<file path="src/design/grs_pkg.sv">
package grs_pkg;

  // Sizing of the group store
  localparam int MAX_GROUP = 16;
  localparam int ADDR_W    = $clog2(MAX_GROUP);
  localparam int CNT_W     = $clog2(MAX_GROUP + 1);
  localparam int DATA_W    = 32;
  localparam int GSIZE_W   = 5;

  // Group size after reset
  localparam logic [GSIZE_W-1:0] GSIZE_RESET = GSIZE_W'(2);

  // Store access driven by the sequencer
  typedef struct packed {
    logic              wr_en;
    logic [ADDR_W-1:0] wr_addr;
    logic              rd_en;
    logic [ADDR_W-1:0] rd_addr;
  } grs_ram_ctl_t;

endpackage

</file>
<file path="src/design/grs_ram.sv">
module grs_ram #(
  parameter int WIDTH = 32,
  parameter int DEPTH = 16
) (
  input  logic                     clk,
  input  logic                     wr_en,
  input  logic [$clog2(DEPTH)-1:0] wr_addr,
  input  logic [WIDTH-1:0]         wr_data,
  input  logic                     rd_en,
  input  logic [$clog2(DEPTH)-1:0] rd_addr,
  output logic [WIDTH-1:0]         rd_data
);

  logic [WIDTH-1:0] mem [DEPTH];

  // One write port, one registered read port; read data holds when idle
  always_ff @(posedge clk) begin
    if (wr_en) begin
      mem[wr_addr] <= wr_data;
    end
    if (rd_en) begin
      rd_data <= mem[rd_addr];
    end
  end

endmodule

</file>
<file path="src/design/grs_ctrl.sv">
module grs_ctrl
  import grs_pkg::*;
(
  input  logic               clk,
  input  logic               rst,
  // group size register write
  input  logic               cfg_valid,
  output logic               cfg_ready,
  input  logic [GSIZE_W-1:0] cfg_data,
  // input handshake
  input  logic               in_valid,
  output logic               in_ready,
  input  logic               end_of_sequence,
  // output handshake and side flags
  output logic               out_valid,
  input  logic               out_ready,
  output logic               last_of_run,
  output logic               sequence_done,
  // store access
  output grs_ram_ctl_t       ram_ctl
);

  typedef enum logic {
    IDLE,
    DRAIN
  } state_t;

  state_t             state;
  logic [GSIZE_W-1:0] group_size;
  logic [CNT_W-1:0]   fill;
  logic [CNT_W-1:0]   run_len;
  logic [CNT_W-1:0]   idx;
  logic               rev;
  logic               eos_q;

  logic [CNT_W-1:0]   eff_size;
  logic [ADDR_W-1:0]  wr_slot;
  logic [CNT_W-1:0]   fill_new;
  logic               full_group;
  logic               accept;
  logic               issue;
  logic               is_last;
  logic [CNT_W-1:0]   rev_addr;

  assign cfg_ready = 1'b1;
  assign in_ready  = (state == IDLE);
  assign accept    = in_valid && in_ready;

  // Effective group size: zero acts as one, saturate at the store depth
  always_comb begin
    if (group_size == '0) begin
      eff_size = CNT_W'(1);
    end else if (CNT_W'(group_size) > CNT_W'(MAX_GROUP)) begin
      eff_size = CNT_W'(MAX_GROUP);
    end else begin
      eff_size = CNT_W'(group_size);
    end
  end

  // Slot for the incoming word, clamped to the last entry
  assign wr_slot    = (fill >= CNT_W'(MAX_GROUP)) ? ADDR_W'(MAX_GROUP - 1) : fill[ADDR_W-1:0];
  assign fill_new   = CNT_W'(wr_slot) + CNT_W'(1);
  assign full_group = (fill_new >= eff_size);

  // Drain: one read per cycle whenever the output register frees up
  assign issue    = (state == DRAIN) && (!out_valid || out_ready);
  assign is_last  = (idx == run_len - CNT_W'(1));
  assign rev_addr = run_len - CNT_W'(1) - idx;

  always_comb begin
    ram_ctl.wr_en   = accept;
    ram_ctl.wr_addr = wr_slot;
    ram_ctl.rd_en   = issue;
    ram_ctl.rd_addr = rev ? rev_addr[ADDR_W-1:0] : idx[ADDR_W-1:0];
  end

  // Sequencer state and registered output flags
  always_ff @(posedge clk) begin
    if (rst) begin
      state      <= IDLE;
      fill       <= '0;
      group_size <= GSIZE_RESET;
      out_valid  <= 1'b0;
    end else begin
      if (cfg_valid) begin
        group_size <= cfg_data;
      end

      if (issue) begin
        out_valid <= 1'b1;
      end else if (out_ready) begin
        out_valid <= 1'b0;
      end

      case (state)
        IDLE: begin
          if (accept) begin
            if (full_group || end_of_sequence) begin
              state   <= DRAIN;
              fill    <= '0;
              idx     <= '0;
              run_len <= fill_new;
              rev     <= full_group;
              eos_q   <= end_of_sequence;
            end else begin
              fill <= fill_new;
            end
          end
        end
        DRAIN: begin
          if (issue) begin
            last_of_run   <= is_last;
            sequence_done <= is_last && eos_q;
            idx           <= idx + CNT_W'(1);
            if (is_last) begin
              state <= IDLE;
            end
          end
        end
        default: begin
          state <= IDLE;
        end
      endcase
    end
  end

endmodule

</file>
<file path="src/design/group_reverse_stream.sv">
// group_reverse_stream: reverses a stream in groups of group_size words.
//
// Channels: input words (value, end_of_sequence) and output words
// (out_value, last_of_run, sequence_done) use valid/ready; a word moves
// on a clock edge with both high. The cfg channel writes group_size
// (reset value 2; 0 acts as 1, anything above 16 acts as 16) and is
// always ready; write it only while the block is idle.
//
// Words that only fill a group produce nothing. A word that completes a
// group, or ends the sequence, starts a run: the held words are read
// back from the group store, one read per cycle, reversed for a full
// group and in arrival order for a short tail group.
// The first word of a run is read once the sequencer has entered its
// drain state and comes from the store's read register, then one word
// per cycle. The store has one read port, so a group is written word by
// word and then drained word by word; the input is held off (in_ready
// low) while a run drains. A stalled receiver holds the output register
// and pauses the drain. Reset empties the group and restores group_size;
// the store is not cleared, only written entries are ever read.
module group_reverse_stream
  import grs_pkg::*;
(
  input  logic                     clk,
  input  logic                     rst,
  input  logic                     cfg_valid,
  output logic                     cfg_ready,
  input  logic [GSIZE_W-1:0]       cfg_data,
  input  logic                     in_valid,
  output logic                     in_ready,
  input  logic signed [DATA_W-1:0] value,
  input  logic                     end_of_sequence,
  output logic                     out_valid,
  input  logic                     out_ready,
  output logic signed [DATA_W-1:0] out_value,
  output logic                     last_of_run,
  output logic                     sequence_done
);

  grs_ram_ctl_t      ram_ctl;
  logic [DATA_W-1:0] rd_data;

  // Sequencer: fill count, group size and drain order
  grs_ctrl u_ctrl (
    .clk             (clk),
    .rst             (rst),
    .cfg_valid       (cfg_valid),
    .cfg_ready       (cfg_ready),
    .cfg_data        (cfg_data),
    .in_valid        (in_valid),
    .in_ready        (in_ready),
    .end_of_sequence (end_of_sequence),
    .out_valid       (out_valid),
    .out_ready       (out_ready),
    .last_of_run     (last_of_run),
    .sequence_done   (sequence_done),
    .ram_ctl         (ram_ctl)
  );

  // Group store; its read register is the output data register
  grs_ram #(
    .WIDTH (DATA_W),
    .DEPTH (MAX_GROUP)
  ) u_store (
    .clk     (clk),
    .wr_en   (ram_ctl.wr_en),
    .wr_addr (ram_ctl.wr_addr),
    .wr_data (value),
    .rd_en   (ram_ctl.rd_en),
    .rd_addr (ram_ctl.rd_addr),
    .rd_data (rd_data)
  );

  assign out_value = signed'(rd_data);

endmodule

</file>
<file path="config.mk">
export PLATFORM = sky130hd
export DESIGN_NAME = group_reverse_stream
export DESIGN_NICKNAME = d
export VERILOG_FILES = /design/src/design/grs_pkg.sv /design/src/design/grs_ram.sv /design/src/design/grs_ctrl.sv /design/src/design/group_reverse_stream.sv
export SDC_FILE = /design/constraint.sdc
export NUM_CORES = 1
export LEC_CHECK = 0
export ABC_CLOCK_PERIOD_IN_PS = 4830
export CAP_MARGIN = 5
export CORE_AREA = 2 2 229 343
export CTS_CLUSTER_DIAMETER = 60
export DETAILED_ROUTE_END_ITERATION = 8
export DIE_AREA = 0 0 231 345
export DONT_BUFFER_PORTS = 1
export GPL_TIMING_DRIVEN = 0
export MAX_ROUTING_LAYER = met4
export PLACE_DENSITY = 0.43
export SYNTH_ARGS = -nofsm -noshare
export SYNTH_HDL_FRONTEND = slang
export SYNTH_SLANG_ARGS = --single-unit
</file>
<file path="constraint.sdc">
create_clock -name clk -period 4.83 [get_ports clk]
set_input_delay 0.966 -clock clk [delete_from_list [all_inputs] [get_ports clk]]
set_output_delay 0.966 -clock clk [all_outputs]
set_load 0.02 [all_outputs]
</file>
==> results.ini <==
[outcome]
outcome = complete, no violations

[sta]
slew_violations = 0
setup_viol = 0
fmax_mhz = 228
worst_pin_slew_ns = 1.29
fin_tns_setup_ns = 0
layout_min_cycle_time_ns = 4.39
grt_setup_unrepaired = false
period_share_pct = 90.9
worst_clock_skew_ns = 0.0224
slew_headroom_pct = 14.0
finalHoldViolations = 0

[clock_network]
clk_path_buf_depth = 3
clk_latency_ns = 0.63
postCtsSetupRepairBufs = 0
numCtsBuffers = 55
cts_tree = yes
cts_max_level = 2
cts.sinks = 570
cts.root.buffer_cell = clkbuf_16
cts_resized = 0
cts.clk_slew.worst_paths_ns = 0.06
holdBufCountCts = 0

[logic_synthesis]
synth_flop_cell = edfxtp_1
synth_fa_ha_area_share_pct = 0.856
yosys.area_share.simple_pct = 7.15
synth-async-reset-ratio_pct = 0
synth_cells = 1379
ys_seq_area_share_pct = 74.6
synthMuxAreaShare_pct = 4.62
ys_types = 52
synth_compound_area_share_pct = 9.67
synth-edff-count = 558
syn-mean-instance-area_um2 = 16.5
synth_fp_nets = 1437
yosys_warnings = 0
synth_area_um2 = 22800
yosys.area_share.xor_xnor_pct = 0.565
synth_top_family_by_area = compound AO/OA/AOI/OAI gates
ys_ff_latch = 570

[critical_path]
path_cells = inv_1, ha_1, fa_1, nand2_2, clkbuf_1, o32a_1, buf_2, a211oi_1, a2111oi_0, mux2_2
critical_path.max_fanout = 10
cpPeakStageDelay_ns = 0.83
cpMaxStageDelayCell = a2111oi_0
endpoint_kind = register
crit_type = register to register
arrival_ns = 4.88
critPathLaunchType = register
required_ns = 5.32
crit_family = compound AO/OA/AOI/OAI gates
ff2ff_setup_slack_ns = 0.44
critPathBufInv = 3

[global_routing]
grt_pass1_wl_um = 100000
grt_max_degree = 23
antenna_found_initial = 1
grt_pass1_vias = 13600
globalRouteOverflowTotal = 0
grtUsageTotal_pct = 18.2

[die]
rows = 125
initial_utilization_pct = 29.6
die_y_um = 345
ios = 80
die-area_um2 = 79700
fp.dieW_um = 231
core_area_um2 = 76900

[routing]
postRouteAntennaNets = 0
drc = 0
wl_met2_um = 37300
wl_um = 69900
routedLengthMet1_um = 27300
routedWlPerCell_um = 27.8
drt_iter0_markers = 1014
vias_per_cell = 5.09
wl_met3_um = 3200
drtPass1Iterations = 5
vias = 12800
dr.max_layer_used = met4

[place]
io_buffers = 0
place_area_um2 = 24600
globalplace.congestion = 0.772
dp_hpwl_um = 47000

[power]
power.density_nw_per_um2 = 425
p_total_uw = 11200
ir_drop_mv = 0.231
p_leak_uw = 0.00858

[run]
maxCapViolCount = 0

[layout]
synthToLayoutAreaGrowth_pct = 15.3
fillCellCount = 7438
nNetsFinal = 1513
most-common-layout-cells = edfxtp_1, and3_1, a211oi_1
diodes = 0
final_common_cell = edfxtp_1
fin_area_um2 = 26300
drive_above_1_share_pct = 13.6

[worst_hold_path]
hp-class = primary input to register

power breakdown:
group          internal, µW  switching (µW)
sequential             5570            85.3
combinational           471             930
clock                  2230            1880
total                  8270            2900
metrics by stage:
step | instances | hold WS, ns | worst slack, ns | util [%]
3_3_place_gp | 2395 | 0.458 | -0.697 | 31.3
3_5_place_dp | 2414 | 0.460 | 0.363 | 32.0
5_1_grt | 2516 | 0.390 | 0.330 | 34.2
6_report | 2516 | 0.421 | 0.437 | 34.2
4_1_cts | 2516 | 0.381 | 0.373 | 34.2
2_1_floorplan | 1379 | 0.445 | 1.57 | -
state kept, by name (all words and copies together), names as in the netlist:
name / count
u_store.mem: 512
u_ctrl.fill: 5
u_ctrl.idx: 5
u_ctrl.group_size: 5
u_ctrl.rev: 1
u_ctrl.sequence_done: 1
u_ctrl.last_of_run: 1
u_ctrl.state: 1
u_ctrl.eos_q: 1
u_ctrl.run_len: 5
u_store.rd_data: 32
u_ctrl.out_valid: 1
final cells by class:
class | instances | area, µm² | share of cell area [%]
Clock buffer | 71 | 1460 | 5.55
Sequential cell | 570 | 17000 | 64.7
Multi-Input combinational cell | 694 | 5340 | 20.3
Buffer | 103 | 537 | 2.04
Inverter | 12 | 45.0 | 0.171
Timing Repair Buffer | 19 | 425 | 1.62
Tap cell | 1016 | 1270 | 4.84
Clock inverter | 31 | 206 | 0.786
metal layers:
metal	up-vias	GRT usage, %
met3	112	3.08
li1	5768	-
met1	6608	20.6
met4	0	5.70
met5	-	-
met2	308	32.4
cells in the mapped netlist, drive strengths merged (5+ instances only):
| master | number | area, µm² |
|---|---|---|
| a2111oi | 63 | 552 |
| a211oi | 192 | 1440 |
| a21oi | 8 | 40.0 |
| and3 | 192 | 1200 |
| buf | 50 | 338 |
| clkbuf | 53 | 199 |
| dfxtp | 12 | 240 |
| edfxtp | 558 | 16800 |
| ha | 14 | 175 |
| inv | 11 | 41.3 |
| mux2 | 32 | 360 |
| mux2i | 68 | 693 |
| nand2 | 22 | 90.1 |
| nand2b | 5 | 31.3 |
| nand3 | 9 | 45.0 |
| nor2 | 33 | 124 |
| nor2b | 5 | 31.3 |
| nor3 | 5 | 25.0 |
| xnor2 | 8 | 77.6 |
| xor2 | 5 | 51.3 |
cell families after synthesis:
group,after synthesis
DFF,570
and+or+nand+nor,283
AOI/OAI and AO/OA,282
buffers and inverters,115
muxes,100
adders and majority gates,15
xor gates and xnor gates,13
other,1
final timing paths:
kind,startpoint,to,cells past startpoint
worst max register to register,u_ctrl.run_len[0]$_DFFE_PP_,u_store.rd_data[26]$_DFFE_PP_,10
worst min register to register,u_ctrl.fill[1]$_SDFFE_PP0P_,u_ctrl.fill[1]$_SDFFE_PP0P_,2
worst max-delay path,u_ctrl.run_len[0]$_DFFE_PP_,u_store.rd_data[26]$_DFFE_PP_,10
worst min-delay path,rst,u_ctrl.state$_SDFF_PP0_,1
worst reg2reg max path, stage by stage (launching register included):
cell and delay, ns:
edfxtp_1 0.38, inv_1 0.06, ha_1 0.33, fa_1 0.48, nand2_2 0.26, clkbuf_1 0.49
o32a_1 0.58, buf_2 0.43, a211oi_1 0.12, a2111oi_0 0.83, mux2_2 0.31
Power figures use the tool's default switching activity.
